==> src/hdl/jpeg_dht_table_builder_assert.svh <==
// assertion macros shared by the table builder modules
`ifndef JPEG_DHT_TABLE_BUILDER_ASSERT_SVH
`define JPEG_DHT_TABLE_BUILDER_ASSERT_SVH

`ifndef NO_ASSERTIONS

// property must hold at every rising clock edge outside reset
`define JDTB_ASSERT(lbl, clk, rst, prop) \
   lbl: assert property (@(posedge clk) disable iff (rst) prop) \
      else $error("jdtb assertion failed");

// condition must never be seen outside reset
`define JDTB_NEVER(lbl, clk, rst, cond) \
   lbl: assert property (@(posedge clk) disable iff (rst) !(cond)) \
      else $error("jdtb forbidden condition seen");

`else

`define JDTB_ASSERT(lbl, clk, rst, prop)
`define JDTB_NEVER(lbl, clk, rst, cond)

`endif

`endif

==> src/hdl/jdtb_pkg.sv <==
// types and constants shared by the table builder modules
`timescale 1ns / 1ps

package jdtb_pkg;

   localparam int MAX_CODES_DEF  = 256;
   localparam int NUM_TABLES_DEF = 8;
   localparam int QUEUE_DEPTH    = 4;
   localparam int NUM_COUNTS     = 16;
   localparam int DC_TABLES      = 4;
   localparam int AC_OFFSET      = 4;
   localparam int AC_BIT         = 4;
   localparam logic [7:0] ID_MASK = 8'h0f;

   typedef enum logic [2:0] {
      KIND_ENTRY     = 3'd0,
      KIND_TERM      = 3'd1,
      KIND_SYMBOL    = 3'd2,
      KIND_BAD_ID    = 3'd3,
      KIND_MANY      = 3'd4,
      KIND_TRUNC     = 3'd5
   } kind_type;

   typedef enum logic [3:0] {
      PH_HEADER  = 4'b0001,
      PH_COUNTS  = 4'b0010,
      PH_SYMBOLS = 4'b0100,
      PH_DROP    = 4'b1000
   } phase_type;

   typedef struct packed {
      kind_type    kind;
      logic [2:0]  table_index;
      logic [7:0]  slot;
      logic [15:0] first_code;
      logic [15:0] end_code;
      logic [4:0]  length_step;
      logic [7:0]  code_offset;
      logic [8:0]  code_total;
      logic [7:0]  symbol;
      logic        last_of_run;
   } rsp_type;

   // up to two results written to the queue in one cycle
   typedef struct packed {
      logic [1:0] count;
      rsp_type    first;
      rsp_type    second;
   } push_type;

   function automatic rsp_type blank_rsp(kind_type k, logic [2:0] t);
      rsp_type r;
      r = '0;
      r.kind = k;
      r.table_index = t;
      return r;
   endfunction

endpackage

==> src/hdl/jpeg_dht_table_builder.sv <==
// top level: jpeg define-huffman-table segment parser
// the results of an item are written into the result queue when the item is accepted
// throughput: one item per cycle while each item causes at most one result and the output is not stalled
// an item causing two results (entry or symbol plus terminator or error) queues both and they leave one after the other
// the output port delivers one result per cycle while rsp_stall is low; the four-entry queue sets input stall
// synchronous active-high reset returns the parser to header state and empties the queue
`timescale 1ns / 1ps

module jpeg_dht_table_builder #(
   parameter int MAX_CODES  = jdtb_pkg::MAX_CODES_DEF,
   parameter int NUM_TABLES = jdtb_pkg::NUM_TABLES_DEF
) (
   input  logic        clock,
   input  logic        reset,
   // input item: one segment payload byte
   input  logic        req_valid,
   output logic        req_stall,
   input  logic [7:0]  req_seg_byte,
   input  logic        req_seg_end,
   // result item
   output logic        rsp_valid,
   input  logic        rsp_stall,
   output logic [2:0]  rsp_kind,
   output logic [2:0]  rsp_table_index,
   output logic [7:0]  rsp_slot,
   output logic [15:0] rsp_first_code,
   output logic [15:0] rsp_end_code,
   output logic [4:0]  rsp_length_step,
   output logic [7:0]  rsp_code_offset,
   output logic [8:0]  rsp_code_total,
   output logic [7:0]  rsp_symbol,
   output logic        rsp_last_of_run
);

   jdtb_pkg::push_type push;
   jdtb_pkg::rsp_type  head;
   logic               room;
   logic               accept;

   // input is held off unless the queue can take two results
   assign req_stall = !room;
   assign accept    = req_valid && room;

   // parser: phase, running code and counts; builds up to two results per item
   jdtb_parser #(
      .MAX_CODES  (MAX_CODES),
      .NUM_TABLES (NUM_TABLES)
   ) u_parser (
      .clock    (clock),
      .reset    (reset),
      .accept   (accept),
      .seg_byte (req_seg_byte),
      .seg_end  (req_seg_end),
      .push     (push)
   );

   // result queue decouples the two sides
   jdtb_rsp_queue u_queue (
      .clock     (clock),
      .reset     (reset),
      .push      (push),
      .room      (room),
      .out_valid (rsp_valid),
      .out_stall (rsp_stall),
      .out_data  (head)
   );

   // unpack the queue head onto the result ports
   assign rsp_kind        = head.kind;
   assign rsp_table_index = head.table_index;
   assign rsp_slot        = head.slot;
   assign rsp_first_code  = head.first_code;
   assign rsp_end_code    = head.end_code;
   assign rsp_length_step = head.length_step;
   assign rsp_code_offset = head.code_offset;
   assign rsp_code_total  = head.code_total;
   assign rsp_symbol      = head.symbol;
   assign rsp_last_of_run = head.last_of_run;

endmodule

==> src/hdl/jdtb_parser.sv <==
// segment byte parser: table state and result generation
`timescale 1ns / 1ps
`include "jpeg_dht_table_builder_assert.svh"

module jdtb_parser #(
   parameter int MAX_CODES  = jdtb_pkg::MAX_CODES_DEF,
   parameter int NUM_TABLES = jdtb_pkg::NUM_TABLES_DEF
) (
   input  logic               clock,
   input  logic               reset,
   input  logic               accept,
   input  logic [7:0]         seg_byte,
   input  logic               seg_end,
   output jdtb_pkg::push_type push
);

   jdtb_pkg::phase_type phase_ff, phase_in;
   logic [2:0]  current_table_ff, current_table_in;
   logic [4:0]  count_index_ff, count_index_in;
   logic [4:0]  entry_slot_ff, entry_slot_in;
   logic [15:0] running_code_ff, running_code_in;
   logic [4:0]  length_accum_ff, length_accum_in;
   logic [11:0] symbol_sum_ff, symbol_sum_in;
   logic [8:0]  symbol_index_ff, symbol_index_in;

   jdtb_pkg::rsp_type lead, tail;
   logic        has_lead, has_tail;
   logic [3:0]  id;
   logic [4:0]  tab_full;
   logic [15:0] rc_sum;
   logic [11:0] sum_new;
   logic [4:0]  count_new;
   logic [4:0]  slot_new;
   logic [8:0]  si_new;

   always_comb begin
      phase_in         = phase_ff;
      current_table_in = current_table_ff;
      count_index_in   = count_index_ff;
      entry_slot_in    = entry_slot_ff;
      running_code_in  = running_code_ff;
      length_accum_in  = length_accum_ff;
      symbol_sum_in    = symbol_sum_ff;
      symbol_index_in  = symbol_index_ff;
      lead     = jdtb_pkg::blank_rsp(jdtb_pkg::KIND_ENTRY, current_table_ff);
      tail     = jdtb_pkg::blank_rsp(jdtb_pkg::KIND_TRUNC, current_table_ff);
      has_lead = 1'b0;
      has_tail = 1'b0;

      id        = 4'(seg_byte & jdtb_pkg::ID_MASK);
      tab_full  = {1'b0, id} + (seg_byte[jdtb_pkg::AC_BIT] ? 5'(jdtb_pkg::AC_OFFSET) : 5'd0);
      rc_sum    = running_code_ff + {8'd0, seg_byte};
      sum_new   = symbol_sum_ff + {4'd0, seg_byte};
      count_new = count_index_ff + 5'd1;
      slot_new  = entry_slot_ff + ((seg_byte != 8'd0) ? 5'd1 : 5'd0);
      si_new    = symbol_index_ff + 9'd1;

      case (phase_ff)
         jdtb_pkg::PH_HEADER: begin
            if (id >= 4'(jdtb_pkg::DC_TABLES) || tab_full >= 5'(NUM_TABLES)) begin
               tail     = jdtb_pkg::blank_rsp(jdtb_pkg::KIND_BAD_ID, 3'd0);
               has_tail = 1'b1;
               phase_in = seg_end ? jdtb_pkg::PH_HEADER : jdtb_pkg::PH_DROP;
            end else begin
               current_table_in = tab_full[2:0];
               count_index_in   = '0;
               entry_slot_in    = '0;
               running_code_in  = '0;
               length_accum_in  = 5'd1;
               symbol_sum_in    = '0;
               symbol_index_in  = '0;
               tail     = jdtb_pkg::blank_rsp(jdtb_pkg::KIND_TRUNC, tab_full[2:0]);
               has_tail = seg_end;
               phase_in = seg_end ? jdtb_pkg::PH_HEADER : jdtb_pkg::PH_COUNTS;
            end
         end
         jdtb_pkg::PH_COUNTS: begin
            if (seg_byte != 8'd0) begin
               lead.slot        = {3'd0, entry_slot_ff};
               lead.first_code  = running_code_ff;
               lead.end_code    = rc_sum;
               lead.length_step = length_accum_ff;
               lead.code_offset = symbol_sum_ff[7:0];
               has_lead         = 1'b1;
               running_code_in  = {rc_sum[14:0], 1'b0};
               length_accum_in  = 5'd1;
            end else begin
               running_code_in  = {running_code_ff[14:0], 1'b0};
               length_accum_in  = length_accum_ff + 5'd1;
            end
            entry_slot_in  = slot_new;
            symbol_sum_in  = sum_new;
            count_index_in = count_new;
            if (count_new >= 5'(jdtb_pkg::NUM_COUNTS)) begin
               has_tail = 1'b1;
               if (sum_new > 12'(MAX_CODES)) begin
                  tail.kind = jdtb_pkg::KIND_MANY;
                  phase_in  = seg_end ? jdtb_pkg::PH_HEADER : jdtb_pkg::PH_DROP;
               end else if (sum_new != 12'd0 && seg_end) begin
                  phase_in  = jdtb_pkg::PH_HEADER;
               end else begin
                  tail.kind       = jdtb_pkg::KIND_TERM;
                  tail.slot       = {3'd0, slot_new};
                  tail.code_total = sum_new[8:0];
                  symbol_index_in = '0;
                  phase_in = (sum_new == 12'd0) ? jdtb_pkg::PH_HEADER
                                                : jdtb_pkg::PH_SYMBOLS;
               end
            end else if (seg_end) begin
               has_tail = 1'b1;
               phase_in = jdtb_pkg::PH_HEADER;
            end
         end
         jdtb_pkg::PH_SYMBOLS: begin
            lead.kind       = jdtb_pkg::KIND_SYMBOL;
            lead.slot       = symbol_index_ff[7:0];
            lead.symbol     = seg_byte;
            has_lead        = 1'b1;
            symbol_index_in = si_new;
            if ({3'd0, si_new} >= symbol_sum_ff) begin
               phase_in = jdtb_pkg::PH_HEADER;
            end else if (seg_end) begin
               has_tail = 1'b1;
               phase_in = jdtb_pkg::PH_HEADER;
            end
         end
         jdtb_pkg::PH_DROP: begin
            if (seg_end) begin
               phase_in = jdtb_pkg::PH_HEADER;
            end
         end
         default: begin
            phase_in = jdtb_pkg::PH_HEADER;
         end
      endcase

      // mark the final result of this item
      tail.last_of_run = 1'b1;
      lead.last_of_run = !has_tail;

      push = '0;
      if (accept) begin
         if (has_lead) begin
            push.first  = lead;
            push.second = tail;
            push.count  = has_tail ? 2'd2 : 2'd1;
         end else begin
            push.first  = tail;
            push.second = tail;
            push.count  = has_tail ? 2'd1 : 2'd0;
         end
      end
   end

   always_ff @(posedge clock) begin
      if (reset) begin
         phase_ff         <= jdtb_pkg::PH_HEADER;
         current_table_ff <= '0;
         count_index_ff   <= '0;
         entry_slot_ff    <= '0;
         running_code_ff  <= '0;
         length_accum_ff  <= 5'd1;
         symbol_sum_ff    <= '0;
         symbol_index_ff  <= '0;
      end else if (accept) begin
         phase_ff         <= phase_in;
         current_table_ff <= current_table_in;
         count_index_ff   <= count_index_in;
         entry_slot_ff    <= entry_slot_in;
         running_code_ff  <= running_code_in;
         length_accum_ff  <= length_accum_in;
         symbol_sum_ff    <= symbol_sum_in;
         symbol_index_ff  <= symbol_index_in;
      end
   end

   `JDTB_ASSERT(a_sym_total, clock, reset, (phase_ff == jdtb_pkg::PH_SYMBOLS) |-> (symbol_sum_ff != 12'd0 && symbol_sum_ff <= 12'(MAX_CODES)))
   `JDTB_ASSERT(a_count_range, clock, reset, (phase_ff == jdtb_pkg::PH_COUNTS) |-> (count_index_ff < 5'(jdtb_pkg::NUM_COUNTS)))
   `JDTB_ASSERT(a_slot_le_count, clock, reset, (phase_ff == jdtb_pkg::PH_COUNTS) |-> (entry_slot_ff <= count_index_ff))

endmodule

==> src/hdl/jdtb_rsp_queue.sv <==
// small result queue between parser and output port
`timescale 1ns / 1ps
`include "jpeg_dht_table_builder_assert.svh"

module jdtb_rsp_queue (
   input  logic               clock,
   input  logic               reset,
   input  jdtb_pkg::push_type push,
   output logic               room,
   output logic               out_valid,
   input  logic               out_stall,
   output jdtb_pkg::rsp_type  out_data
);

   localparam int PTR_W = $clog2(jdtb_pkg::QUEUE_DEPTH);
   localparam int CNT_W = $clog2(jdtb_pkg::QUEUE_DEPTH + 1);

   jdtb_pkg::rsp_type entry_ff [jdtb_pkg::QUEUE_DEPTH];
   logic [PTR_W-1:0] wr_ptr_ff, wr_ptr_in;
   logic [PTR_W-1:0] rd_ptr_ff, rd_ptr_in;
   logic [CNT_W-1:0] count_ff, count_in;
   logic             pop;
   logic [PTR_W-1:0] wr_next;

   assign out_valid = (count_ff != '0);
   assign out_data  = entry_ff[rd_ptr_ff];
   assign pop       = out_valid && !out_stall;
   // room for the two results an item can cause
   assign room      = (count_ff <= CNT_W'(jdtb_pkg::QUEUE_DEPTH - 2));
   assign wr_next   = wr_ptr_ff + PTR_W'(1);

   always_comb begin
      wr_ptr_in = wr_ptr_ff + PTR_W'(push.count);
      rd_ptr_in = rd_ptr_ff + (pop ? PTR_W'(1) : '0);
      count_in  = count_ff + CNT_W'(push.count) - (pop ? CNT_W'(1) : '0);
   end

   always_ff @(posedge clock) begin
      if (push.count != 2'd0) begin
         entry_ff[wr_ptr_ff] <= push.first;
      end
      if (push.count == 2'd2) begin
         entry_ff[wr_next] <= push.second;
      end
   end

   always_ff @(posedge clock) begin
      if (reset) begin
         wr_ptr_ff <= '0;
         rd_ptr_ff <= '0;
         count_ff  <= '0;
      end else begin
         wr_ptr_ff <= wr_ptr_in;
         rd_ptr_ff <= rd_ptr_in;
         count_ff  <= count_in;
      end
   end

   `JDTB_NEVER(a_no_overflow, clock, reset, count_ff > CNT_W'(jdtb_pkg::QUEUE_DEPTH))
   `JDTB_NEVER(a_push_when_full, clock, reset, (push.count != 2'd0) && !room)
   `JDTB_ASSERT(a_count_track, clock, reset, (push.count == 2'd2 && !pop) |=> (count_ff == $past(count_ff) + CNT_W'(2)))

endmodule
==> config.mk <==
export PLATFORM = sky130hd
export DESIGN_NAME = jpeg_dht_table_builder
export DESIGN_NICKNAME = d
export VERILOG_FILES = /design/src/hdl/jdtb_pkg.sv /design/src/hdl/jpeg_dht_table_builder.sv /design/src/hdl/jdtb_parser.sv /design/src/hdl/jdtb_rsp_queue.sv
export VERILOG_INCLUDE_DIRS = /design/src /design/src/hdl
export SDC_FILE = /design/constraint.sdc
export NUM_CORES = 1
export LEC_CHECK = 0
export BUFFER_PORTS_ARGS = -buffer_cell sky130_fd_sc_hd__buf_2
export CORE_ASPECT_RATIO = 0.5
export CORE_MARGIN = 2
export CORE_UTILIZATION = 44
export DETAILED_ROUTE_END_ITERATION = 8
export HOLD_SLACK_MARGIN = 0.1
export PLACE_DENSITY = 0.64
export SYNTH_ARGS = -nofsm -noshare
export SYNTH_HDL_FRONTEND = slang
export SYNTH_SLANG_ARGS = --single-unit
export TNS_END_PERCENT = 10
==> constraint.sdc <==
create_clock -name clock -period 4.23 [get_ports clock]
set_input_delay 0 -clock clock [delete_from_list [all_inputs] [get_ports clock]]
set_output_delay 0 -clock clock [all_outputs]
set_load 0.01 [all_outputs]
Word level (Yosys, flattened, before mapping) --
Memories as Yosys holds them, arrays and structs flattened. A register that Yosys moved wholly into a read port is not among the register bits. Index checks and enable logic that the tools add are counted.
Word-level totals: memories 1, bits in registers 66, output and inout port bits 79, word-level logic and storage cells 124, bits of input ports 13, RAM bits 308
Memories:
- u_queue.entry_ff | depth 4, width 77, rd ports 1, clocked after memory_dff 1, wr ports 2, RTL line jdtb_rsp_queue.sv:18 | jdtb_pkg::rsp_type entry_ff [jdtb_pkg::QUEUE_DEPTH];
Operators by class: equality and inequality tests 9, reduce and logical (&&, ||, !) cells 17, add/sub/neg operators 12, order comparisons 6, bitwise operators 1, mux-type cells 67
Operators with widths (number):
- $mux W156 | 2
- $mux W45 | 2
- $mux W77 | 1
- $mux W9 | 8
- $mux W50 | 1
- $mux W16 | 2
- $pmux W16 S2 | 1
- $pmux W8 S2 | 2
- $pmux W5 S2 | 3
- $mux W4 | 7
- $pmux W9 S3 | 1
- $mux W8 | 3
- $pmux W12 S2 | 1
- $mux W5 | 4
- $mux W3 | 6
- $pmux W9 S2 | 1
- $add A16 B8 Y16 | 1
- $pmux W4 S4 | 1
- $mux W1 | 13
- $add A12 B8 Y12 | 1
- $ge A9 B12 Y1 | 1
- $gt A12 B9 Y1 const B | 1
- $logic_not A12 Y1 | 1
- $mux W12 | 1
- other kinds (33) | 47

Logic depth before layout (Yosys ltp) --
depth in word-level cells 12, mapped depth 22, depth with buffers taken out 19

By module --
From an unflattened synthesis, not the netlist that was laid out.
Second synthesis, totals: cell total of the unflattened synthesis 1519, area, all modules 20418.3 µm²
By module, submodules not included:
- jdtb_rsp_queue | area an instance 15184.6 µm², cells an instance 794, times used 1, seq. area each 9389.0 µm²
- jdtb_parser | area an instance 5223.8 µm², cells an instance 723, times used 1, seq. area each 1161.1 µm²
- jpeg_dht_table_builder | area an instance 10.0 µm², cells an instance 2, times used 1, seq. area each 0.0 µm²

Worst setup path after synthesis --
OpenSTA, ideal clock, no wires.
path kind flip-flop to flip-flop, from reg u_parser.symbol_index_ff[0], to mem u_queue.entry_ff[0][0] (netlist bit) (enable), slack -400 ps, data arrival time 4254 ps, required time 3854 ps, cell stages (with the launch flop) 20, library setup time 376 ps, period minus slack after synthesis 4630 ps, path through dfxtp_1 -> ha_1 -> and3_1 -> and3_1 -> and3_1 -> xor2_1 -> ha_1 -> o21a_1 -> o21ai_0 -> nor2_1 -> a21oi_1 -> o32ai_1 -> nand2_1 -> ha_1 -> o21ai_0 -> nor3_1 -> nor2_1 -> clkbuf_1 -> buf_1 -> inv_1
RTL lines:
- from (decl) | RTL line jdtb_parser.sv:24 | logic [8:0] symbol_index_ff, symbol_index_in;
- from (signal assigned) | RTL line jdtb_parser.sv:173 | symbol_index_ff <= symbol_index_in;
- to (decl) | RTL line jdtb_rsp_queue.sv:18

==> run metrics <==
RSZ-0062 raised after global routing yes; met1 Use GR 34.5%; TritonRoute pass-1 iters 7; fmax 247 MHz; chip width 277 um; area share of the largest cell type after synthesis 34.9%; worst-path maximum fanout 21; M2 GR Usage 38.1%; Initial Utilization 45.1%; largest cells by area after synthesis dfxtp_1 (35%), edfxtp_1 (15%), mux4_2 (10%); final slew viol count 0; status complete, no violations; antenna violations before repair 1; CTS tree built; skew final 0.0208 ns; vias in the first global route 13,100; Area Overhead vs Synth 17.0%; met3 Usage GRT 5.37%; sequential fraction of the synthesis area 50.3%; final setup fails 0; Max-Cap Viols 0; largest net degree at the start of global routing 61; n_diodes 0; dpl hpwl 32,300 um; initial detailed-routing violation count 1,287; peak supply drop 0.282 mV; CTS Sinks 369; dominant synthesized flop cell dfxtp_1; Yosys reg bits 369; syn avg cell area 10.4 um2; fin cells 2,172; Async SR Flop Fraction 0%; Final #Nets 1,718; total power 8.80 mW; via/cell ratio 6.11; Yosys top cell by area dfxtp_1; Slew HR 29.3%; clk_lat worst skew 0.54 ns; Inst Count DP 2,095; antenna viol nets, final 0; fraction of layout cells with a size suffix above 1 19.5%; post-synthesis cell area 16,300 um2; worst reg-to-reg path cell count 21; Vias 13,300; Crit Path Class flip-flop to flip-flop; CTS H-Tree Depth 2; Period minus WS final 4.04 ns; Worst Hold Class primary input to flip-flop; GRT busiest layer met2; number of synthesized flops with an enable pin 84; Core ar. 36,200 um2; Yosys cell types 65; Final Cycle Share 95.6%; nature of the critical path endpoint flip-flop; Arr. time, crit path 4.46 ns; data required time at the worst endpoint 4.65 ns; PortBufs 90; Lkg Pwr 6.83 nW; fin util 52.8%; Root Driver clkbuf_16; final hold viol count 0; GP Congestion 0.922; drt wl/cell 22.5 um; Hold Crit Depth 4; Longest Clk Path Bufs 3; DR DRC count 0; IO Pins 92; Fill cells 3,048; TritonCTS Buffers 35; final WL 48,900 um; die height 140 um; Mapped Cells 1,565; first-pass GRT wire length 74,300 um; WHS 0.151 ns; synth warn 0; Congestion Overflow GR 0; Clock transition at path regs 0.07 ns; row count 49; Worst setup SP type flip-flop; TNS Setup 0 ns; DIE AREA 38,800 um2; overall global routing resource usage 24.6%; PD cells 460 nW/um2; syn nets 1,620; actual slew at the worst max-slew pin 1.06 ns
## path summary, 6_finish.rpt
path                          startpoint                     endpoint  slack [ns]
min reg2reg      u_queue.entry_ff[1][46]      u_queue.entry_ff[1][46]        0.46
min                            req_valid  u_parser.running_code_ff[4]        0.15
max reg2reg  u_parser.symbol_index_ff[0]      u_queue.entry_ff[1][18]        0.19
max          u_parser.symbol_index_ff[0]      u_queue.entry_ff[1][18]        0.19
## layout make-up
type                            instances  area (um2)  area share (%)
Tap cell                              484         606            3.17
Timing Repair Buffer                  176        1310            6.85
Sequential cell                       369        8240            43.1
Clock inverter                         12         118           0.615
Clock buffer                           50        1080            5.63
Multi-Input combinational cell       1048        7630            39.9
Inverter                               33         139           0.726
## critical path, stage by stage (launching register included)
cell       delay, ns
dfxtp_1         0.31
ha_1            0.20
and3_1          0.19
and3_1          0.19
and3_1          0.19
xor2_1          0.16
ha_1            0.28
o21a_1          0.10
o21ai_0         0.07
nor2_1          0.14
a21oi_1         0.11
o32ai_1         0.28
nand2_1         0.18
ha_4            0.31
buf_4           0.13
nor2_1          0.06
nor2_2          0.17
and2_4          0.21
nor2_4          0.07
buf_12          0.13
clkbuf_16       0.20
a22o_1          0.24
## power by group
part / internal, mW / switching, mW
sequential: 3.74 / 0.205
combinational: 0.639 / 0.939
clock: 1.90 / 1.38
## what timing repair did
item	CTS	global route
buffers inserted	0	2
hold buffers	12	0
pin swaps	0	3
endpoints found under the hold margin	55	0
resized for setup	2	8
endpoints found under the setup margin	25	224
gates cloned	0	1
## routing by layer
layer,vias to the layer above,routed length [um]
li1,5990,-
met1,6627,21300
met2,569,21900
met3,91,4410
met4,2,1210
met5,-,13
## synthesized netlist by cell type (12+ instances only)
| cell type | instances |
|---|---|
| o22ai_1 | 13 |
| inv_1 | 33 |
| ha_1 | 39 |
| edfxtp_1 | 84 |
| and2_1 | 12 |
| nor3_1 | 53 |
| mux4_2 | 76 |
| xor2_1 | 23 |
| nand3_1 | 71 |
| o21ai_0 | 140 |
| buf_1 | 14 |
| a22o_1 | 104 |
| a21oi_1 | 61 |
| nand2_1 | 167 |
| nor2_1 | 117 |
| xnor2_1 | 16 |
| dfxtp_1 | 285 |
| o32ai_1 | 14 |
| clkbuf_1 | 95 |
## registers in the layout, indices dropped and copies added, names as in the netlist
name	count
u_parser.count_index_ff	5
u_parser.length_accum_ff	5
u_parser.symbol_sum_ff	12
u_queue.wr_ptr_ff	2
u_queue.count_ff	3
u_parser.entry_slot_ff	5
u_parser.symbol_index_ff	9
u_queue.rd_ptr_ff	2
u_queue.entry_ff	304
u_parser.phase_ff	4
u_parser.current_table_ff	3
u_parser.running_code_ff	15
## cell usage in the layout (no fill, tap or decap), types with 5 or more instances in the layout
master / n
dfxtp_1: 283
a22oi_1: 9
buf_2: 90
buf_4: 59
buf_12: 13
o21bai_1: 7
clkinv_2: 5
clkbuf_16: 39
clkinvlp_4: 5
o21ai_0: 139
a31oi_1: 7
nand4_1: 10
ha_1: 38
nor3_1: 52
nor4_1: 10
a21oi_1: 59
a211oi_1: 11
nand2b_1: 7
nand2_1: 166
nand3_1: 71
mux4_2: 76
a22o_1: 104
and3_1: 6
xor2_1: 23
nor2_1: 111
xnor2_1: 16
a21o_1: 5
dlygate4sd3_1: 12
and2_1: 11
edfxtp_1: 84
inv_1: 29
nor2b_1: 9
o32ai_1: 14
clkbuf_8: 8
o22ai_1: 13
## stage by stage
stage          cell area (um2)  worst slack [ns]
2_1_floorplan            16400           -0.0285
3_3_place_gp             17700            0.0546
3_5_place_dp             17700           -0.0932
4_1_cts                  19000           -0.0217
5_1_grt                  19100           -0.0213
6_report                 19100             0.187
## logic make-up (layout without fill, tap and decap cells)
kind of cell	Yosys count	after routing	share of synthesized area [%]
AND/OR/NAND/NOR	479	479	13.1
AO/OA/AOI/OAI	405	405	16.6
flip-flops	369	369	50.3
buffers and inverters	148	271	3.50
multiplexers	80	80	10.7
adder cells (fa/ha/maj)	42	42	3.35
XOR/XNOR	41	41	2.29
other	1	1	0.0229
(Power assumes the default switching activity.)
